<file path="config.mk">
export PLATFORM = sky130hd
export DESIGN_NAME = normalized_substring_match_core
export DESIGN_NICKNAME = d
export VERILOG_FILES = /design/src/hw/rtl/nsm_pkg.sv /design/src/hw/rtl/nsm_norm.sv /design/src/hw/rtl/normalized_substring_match_core.sv
export SDC_FILE = /design/constraint.sdc
export NUM_CORES = 1
export LEC_CHECK = 0
export BUFFER_PORTS_ARGS = -buffer_cell sky130_fd_sc_hd__buf_2
export CORE_MARGIN = 4
export CORE_UTILIZATION = 50
export DETAILED_ROUTE_END_ITERATION = 8
export GPL_TIMING_DRIVEN = 0
export PLACE_DENSITY = 0.63
export SYNTH_ARGS = -nofsm -noshare
export SYNTH_HDL_FRONTEND = slang
export SYNTH_SLANG_ARGS = --single-unit
</file>
<file path="constraint.sdc">
create_clock -name clk -period 16.4 [get_ports clk]
set_input_delay 0.82 -clock clk [delete_from_list [all_inputs] [get_ports clk]]
set_output_delay 0.82 -clock clk [all_outputs]
set_load 0.02 [all_outputs]
</file>
<file path="src/hw/rtl/nsm_pkg.sv">
`default_nettype none
package nsm_pkg;

  // Compare window and needle store depth (equal to the longest needle)
  localparam int unsigned WIN = 30;
  // Append limits for needle and haystack
  localparam logic [4:0] NEEDLE_LIMIT = 5'd27;
  localparam logic [6:0] HAY_LIMIT    = 7'd91;

  // Character codes
  localparam logic [7:0] CH_SPACE = 8'h20;
  localparam logic [7:0] CH_DASH  = 8'h2D;
  localparam logic [7:0] CH_UNDER = 8'h5F;
  localparam logic [7:0] CH_PLUS  = 8'h2B;
  localparam logic [7:0] CH_UP_A  = 8'h41;
  localparam logic [7:0] CH_UP_Z  = 8'h5A;
  localparam logic [7:0] CH_LOW_P = 8'h70;
  localparam logic [7:0] CH_LOW_L = 8'h6C;
  localparam logic [7:0] CH_LOW_U = 8'h75;
  localparam logic [7:0] CH_LOW_S = 8'h73;
  localparam logic [7:0] CASE_OFS = 8'h20;

  // Character line, element 0 holds the newest character
  typedef logic [WIN-1:0][7:0] win_t;

  // Normalized input word
  typedef struct packed {
    logic       vld;
    logic       hay;
    logic       last;
    logic       take;
    logic       plus;
    logic [7:0] chr;
  } norm_t;

endpackage
`default_nettype wire

</file>
<file path="src/hw/rtl/nsm_norm.sv">
`default_nettype none
module nsm_norm
  import nsm_pkg::*;
(
  input  wire logic       clk,
  input  wire logic       rst_n,
  input  wire logic       accept,
  input  wire logic       req_type,
  input  wire logic [7:0] char_code,
  input  wire logic       has_char,
  input  wire logic       last_char,
  output norm_t           item_r
);

  norm_t item_nxt;
  logic  drop;
  logic  upper;

  // Classify the byte: drop separators, flag plus, lower letters
  always_comb begin
    drop  = (char_code == CH_SPACE) || (char_code == CH_DASH) || (char_code == CH_UNDER);
    upper = (char_code >= CH_UP_A) && (char_code <= CH_UP_Z);
    item_nxt.vld  = accept;
    item_nxt.hay  = req_type;
    item_nxt.last = last_char;
    item_nxt.take = has_char && (char_code != 8'h00) && !drop;
    item_nxt.plus = (char_code == CH_PLUS);
    item_nxt.chr  = upper ? (char_code + CASE_OFS) : char_code;
  end

  // Hold the decoded word for the update stage
  always_ff @(posedge clk) begin
    if (!rst_n) begin
      item_r.vld <= 1'b0;
    end else begin
      item_r.vld <= item_nxt.vld;
    end
    item_r.hay  <= item_nxt.hay;
    item_r.last <= item_nxt.last;
    item_r.take <= item_nxt.take;
    item_r.plus <= item_nxt.plus;
    item_r.chr  <= item_nxt.chr;
  end

endmodule
`default_nettype wire

</file>
<file path="src/hw/rtl/normalized_substring_match_core.sv">
// Normalized substring match.
// A needle string and then a haystack string stream in, one byte per input
// word (req_type 0 = needle, 1 = haystack, last_char closes the string).
// Separators are dropped, '+' expands to "plus" and letters are lowered
// before the compare. A haystack word with last_char set yields one result
// word on the out_ channel: out_match is 1 when the needle occurs in the
// haystack and both are non-empty.
// Throughput: one input word per cycle while in_stall is low. The input word
// is decoded into a register, then the window shift and all four possible
// needle compares of a "plus" expansion update the state in the next cycle.
// A result passes from the decoded word register into the output buffer;
// out_valid rises when it reaches the head register.
// Results go to a two-entry output buffer, so input words keep flowing while
// a result waits; in_stall rises only when buffered and in-flight results
// would fill it, and it drops in the cycle after a result is taken.
// Reset clears the lengths, flags and the output buffer; the character
// stores are left as they are and are never read before being written.
`default_nettype none
module normalized_substring_match_core
  import nsm_pkg::*;
(
  input  wire logic       clk,
  input  wire logic       rst_n,
  input  wire logic       in_valid,
  output      logic       in_stall,
  input  wire logic       in_req_type,
  input  wire logic [7:0] in_char_code,
  input  wire logic       in_has_char,
  input  wire logic       in_last_char,
  output      logic       out_valid,
  input  wire logic       out_stall,
  output      logic       out_match
);

  norm_t      item_r;
  logic       accept;
  logic       stg_res;

  win_t       needle_r, needle_nxt;
  win_t       win_r, win_nxt;
  logic [4:0] nlen_r, nlen_nxt;
  logic [6:0] hlen_r, hlen_nxt;
  logic       closed_r, closed_nxt;
  logic       found_r, found_nxt;

  logic       push;
  logic       push_match;
  logic       out_v_r, out_m_r;
  logic       sk_v_r, sk_m_r;
  logic       pop;

  // Tail compare of the newest nl window characters against the needle
  function automatic logic tail_hit(win_t w, win_t nd, logic [4:0] nl, logic [6:0] hl);
    logic eq;
    eq = 1'b1;
    for (int j = 0; j < WIN; j++) begin
      if ((5'(j) < nl) && (w[j] != nd[j])) eq = 1'b0;
    end
    return eq && (nl != 5'd0) && (hl >= {2'b00, nl});
  endfunction

  // Accept while the output buffer can take every result in flight
  assign stg_res  = item_r.vld && item_r.hay && item_r.last;
  assign in_stall = (out_v_r && sk_v_r) || ((out_v_r || sk_v_r) && stg_res);
  assign accept   = in_valid && !in_stall;

  nsm_norm u_norm (
    .clk       (clk),
    .rst_n     (rst_n),
    .accept    (accept),
    .req_type  (in_req_type),
    .char_code (in_char_code),
    .has_char  (in_has_char),
    .last_char (in_last_char),
    .item_r    (item_r)
  );

  // Update needle, window, lengths and the hit flag for one word
  always_comb begin
    win_t w1, w2, w3, w4;
    logic h1, h2, h3, h4;
    w1 = {win_r[WIN-2:0], CH_LOW_P};
    w2 = {win_r[WIN-3:0], CH_LOW_P, CH_LOW_L};
    w3 = {win_r[WIN-4:0], CH_LOW_P, CH_LOW_L, CH_LOW_U};
    w4 = {win_r[WIN-5:0], CH_LOW_P, CH_LOW_L, CH_LOW_U, CH_LOW_S};
    h1 = tail_hit(w1, needle_r, nlen_r, hlen_r + 7'd1);
    h2 = tail_hit(w2, needle_r, nlen_r, hlen_r + 7'd2);
    h3 = tail_hit(w3, needle_r, nlen_r, hlen_r + 7'd3);
    h4 = tail_hit(w4, needle_r, nlen_r, hlen_r + 7'd4);

    needle_nxt = needle_r;
    win_nxt    = win_r;
    nlen_nxt   = nlen_r;
    hlen_nxt   = hlen_r;
    closed_nxt = closed_r;
    found_nxt  = found_r;
    push       = 1'b0;
    push_match = 1'b0;

    if (item_r.vld && !item_r.hay) begin
      // Needle word: a closed needle starts a new pair
      if (closed_r) begin
        nlen_nxt   = 5'd0;
        hlen_nxt   = 7'd0;
        found_nxt  = 1'b0;
        closed_nxt = 1'b0;
      end
      if (item_r.take && (nlen_nxt < NEEDLE_LIMIT)) begin
        if (item_r.plus) begin
          needle_nxt = {needle_r[WIN-5:0], CH_LOW_P, CH_LOW_L, CH_LOW_U, CH_LOW_S};
          nlen_nxt   = nlen_nxt + 5'd4;
        end else begin
          needle_nxt = {needle_r[WIN-2:0], item_r.chr};
          nlen_nxt   = nlen_nxt + 5'd1;
        end
      end
      if (item_r.last) closed_nxt = 1'b1;
    end else if (item_r.vld) begin
      // Haystack word: shift the window, check every new tail
      if (item_r.take && (hlen_r < HAY_LIMIT)) begin
        if (item_r.plus) begin
          win_nxt   = w4;
          hlen_nxt  = hlen_r + 7'd4;
          found_nxt = found_r || h1 || h2 || h3 || h4;
        end else begin
          win_nxt   = {win_r[WIN-2:0], item_r.chr};
          hlen_nxt  = hlen_r + 7'd1;
          found_nxt = found_r ||
                      tail_hit({win_r[WIN-2:0], item_r.chr}, needle_r, nlen_r, hlen_r + 7'd1);
        end
      end
      if (item_r.last) begin
        push       = 1'b1;
        push_match = found_nxt && (nlen_r != 5'd0) && (hlen_nxt != 7'd0);
        nlen_nxt   = 5'd0;
        hlen_nxt   = 7'd0;
        closed_nxt = 1'b0;
        found_nxt  = 1'b0;
      end
    end
  end

  // Advance the match state
  always_ff @(posedge clk) begin
    if (!rst_n) begin
      nlen_r   <= 5'd0;
      hlen_r   <= 7'd0;
      closed_r <= 1'b0;
      found_r  <= 1'b0;
    end else begin
      nlen_r   <= nlen_nxt;
      hlen_r   <= hlen_nxt;
      closed_r <= closed_nxt;
      found_r  <= found_nxt;
    end
    needle_r <= needle_nxt;
    win_r    <= win_nxt;
  end

  // Two-entry result buffer: head register plus skid register
  assign pop = out_v_r && !out_stall;

  always_ff @(posedge clk) begin
    if (!rst_n) begin
      out_v_r <= 1'b0;
      sk_v_r  <= 1'b0;
    end else if (!out_v_r || pop) begin
      if (sk_v_r) begin
        out_v_r <= 1'b1;
        out_m_r <= sk_m_r;
        sk_v_r  <= push;
        sk_m_r  <= push_match;
      end else begin
        out_v_r <= push;
        out_m_r <= push_match;
      end
    end else if (push) begin
      sk_v_r <= 1'b1;
      sk_m_r <= push_match;
    end
  end

  assign out_valid = out_v_r;
  assign out_match = out_m_r;

endmodule
`default_nettype wire
</file>
==> impl_metrics.tcl <==
set metrics [dict create \
    p_per_area_nw_per_um2 78.1 \
    clk_latency_ps 660 \
    cts_htree_levels 2 \
    syn_to_final_growth_pct 10.2 \
    drtIter0Drc 3530 \
    peakVddDrop_mv 0.0940 \
    dp_hpwl_mm 86.1 \
    synth_edf_count 474 \
    cts_inserted_buffers 55 \
    wl_mm 117 \
    dr.pass1.iters 5 \
    yosys.area.top_type "edfxtp_1" \
    synth_cells 3034 \
    hold_violations 0 \
    power.total_mw 2.90 \
    grt_max_degree 38 \
    antenna_left 0 \
    via_count 24800 \
    drc 0 \
    pwr-share-clk_pct 45.2 \
    status "completed" \
    avgSynthCellArea_um2 11.1 \
    yosys_warnings 0 \
    synth.distinct_cells 75 \
    p_sw_mw 0.679 \
    synthFlopType "edfxtp_1" \
    layout.nets 3167 \
    syn-cell-area_um2 33700 \
    dieArea_um2 71700 \
    grt_pass1_wl_mm 169 \
    cts_tree "built" \
    cts_setup_buffers 0 \
    worst_pin_slew_ps 1170 \
    die_h_um 268 \
    drive_gt1_share_pct 19.6 \
    cts.repair.resized 0 \
    final_area_um2 37200 \
    endpoint_kind "register" \
    start_util_pct 50.8 \
    grtUsageMet1_pct 42.9 \
    io_buffers 17 \
    hold_path.class "in -> reg" \
    rows 94 \
    synthTopCellsByArea "edfxtp_1 (42%), xor2_1 (20%), mux2_2 (14%)" \
    grt_usage_pct 32.0 \
    netlist.area_leader.share_pct 42.2 \
    core_region_area_um2 66300 \
    swShare_pct 23.4 \
    critPathMaxFanout 10 \
    postCtsHoldBufs 0 \
    crit_type "reg -> reg" \
    pin_count 18 \
    syn-num-nets 3076 \
    p_int_mw 2.22 \
    drv_slew 0 \
    finalSetupViolations 0 \
    gr-usage-met3_pct 5.77 \
    fillers 5733 \
    async_reset_ff_share_pct 0 \
    slew-limit-headroom_pct 21.9 \
    clk_path_buf_depth 3 \
    period_needed_ps 4650 \
    cap_violations 0 \
    worst_setup_path_start_kind "register" \
    root_buffer "clkbuf_16" \
    dpl_cell_area_um2 35300 \
    ys_ff_latch 503 \
    yosysSeqAreaShare_pct 43.9 \
    p_comb_share_pct 5.7 \
    leakagePower_nw 12.8 \
    cp.arrival_ps 5040 \
    antenna_found_initial 5 \
    path_clk_slew_ps 60 \
    overflow 0 \
    routabilityCongestion 0.975 \
    first_global_vias 24500 \
    rsz0062_at_grt "no" \
    wl_per_cell_um 29.1 \
    required_ps 16790 \
    finalClockSkew_ps 29.9 \
    grt_use_met2_pct 51.5 \
    clock-sinks 503 \
    min_period_over_period_pct 28.4 \
    power_frac_seq_pct 49.1 \
    max_freq_mhz 215 \
    grt.busiest_layer "met2" \
    vias_per_cell 6.15 \
    die_w_um 268 \
]
worst max-delay path, stage by stage (launching register included):
cell	delay, ps
dfxtp_1	410
clkbuf_1	510
buf_1	710
inv_1	440
ha_1	410
a21o_1	160
a2111oi_0	830
nor4_1	160
o21ai_1	300
o311a_1	340
o21ai_1	100
final cells by class:
class                      instances  area [um^2]  area share [%]
timing repair buffer              34          463            1.25
clock inverter                    33          388            1.04
buffer                           491         1930            5.20
clock buffer                      70         1500            4.04
multi-input combinational       2028        16900            45.6
antenna                            2         5.00          0.0135
tap                              864         1080            2.91
inverter                          12         45.0           0.121
sequential                       503        14800            39.8
cell families after synthesis:
| kind of cell | after synthesis | synth area share (%) |
|---|---|---|
| buffers and inverters | 503 | 5.87 |
| multiplexers | 410 | 13.7 |
| adder cells (fa/ha/maj) | 28 | 1.03 |
| AO/OA/AOI/OAI | 208 | 3.66 |
| XOR/XNOR | 907 | 23.6 |
| AND/OR/NAND/NOR | 475 | 8.24 |
| flip-flops | 503 | 43.9 |
path summary, 6_finish.rpt:
kind	startpoint	to	slack, ps	cells past startpoint
setup / recovery	nlen_r[3]	out_match	11750	10
hold / removal	in_req_type	u_norm.item_r[11]	260	1
setup reg to reg	nlen_r[3]	out_match	11750	10
hold reg to reg	found_r	found_r	510	2
synthesized netlist by cell type, drive strengths merged (5+ instances only):
| master | count |
|---|---|
| a21boi | 6 |
| a21o | 6 |
| a21oi | 107 |
| a31oi | 14 |
| and2 | 8 |
| buf | 135 |
| clkbuf | 356 |
| dfxtp | 29 |
| edfxtp | 474 |
| ha | 27 |
| inv | 12 |
| mux2 | 408 |
| nand2 | 46 |
| nand2b | 7 |
| nand3 | 14 |
| nand4 | 40 |
| nor2 | 35 |
| nor2b | 38 |
| nor3 | 16 |
| nor4 | 217 |
| o21ai | 40 |
| or2 | 34 |
| or3 | 5 |
| xnor2 | 123 |
| xor2 | 784 |
per-layer routing:
layer	up-vias	part of all wire (%)
met1	12300	40
met3	346	9.4
li1	10700	-
met4	6	4.9
met5	-	0.032
met2	1449	46
per-stage QoR:
stage	hold slack, ps	utilization, %	setup slack (ps)	instances	setup TNS (ps)
2_1_floorplan	451	-	3870	3034	0
3_3_place_gp	471	52.6	-1630	3915	-603570
3_5_place_dp	489	53.2	11880	3932	0
4_1_cts	236	56.0	11820	4035	0
5_1_grt	244	56.0	11730	4035	0
6_report	260	56.0	11750	4037	0
sequential cells by signal, indices dropped and copies added (netlist names), 5 cells and up:
signal / count
nlen_r: 5
needle_r: 240
win_r: 232
hlen_r: 7
u_norm.item_r: 13
placed cells by master (no fill, tap or decap), drive strengths merged, types with 3 or more instances in the layout:
cell      instances
clkinvlp          4
nand2b            7
o22ai             4
a31oi            14
nor4            217
nor2             35
or3               5
a21oi           107
clkbuf          426
nor3             16
ha               27
buf             169
a21boi            6
and3              4
dfxtp            29
nand3            14
nand2            46
or2              34
o21ai            40
nand4            40
a21o              6
clkinv           22
o31ai             3
xor2            784
bufinv            6
o311a             3
nor2b            38
edfxtp          474
and2              8
xnor2           123
a22oi             4
mux2            408
inv              13
power groups by stage:
stage	combinational, mW	clock [mW]	sequential (mW)
2_1_floorplan	0.109	0	1.46
3_3_place_gp	0.150	0	1.47
3_5_place_dp	0.159	0	1.45
4_1_cts	0.161	1.32	1.43
5_1_grt	0.174	1.37	1.43
6_report	0.164	1.31	1.43
No activity file was read; power rests on OpenSTA's default activity.
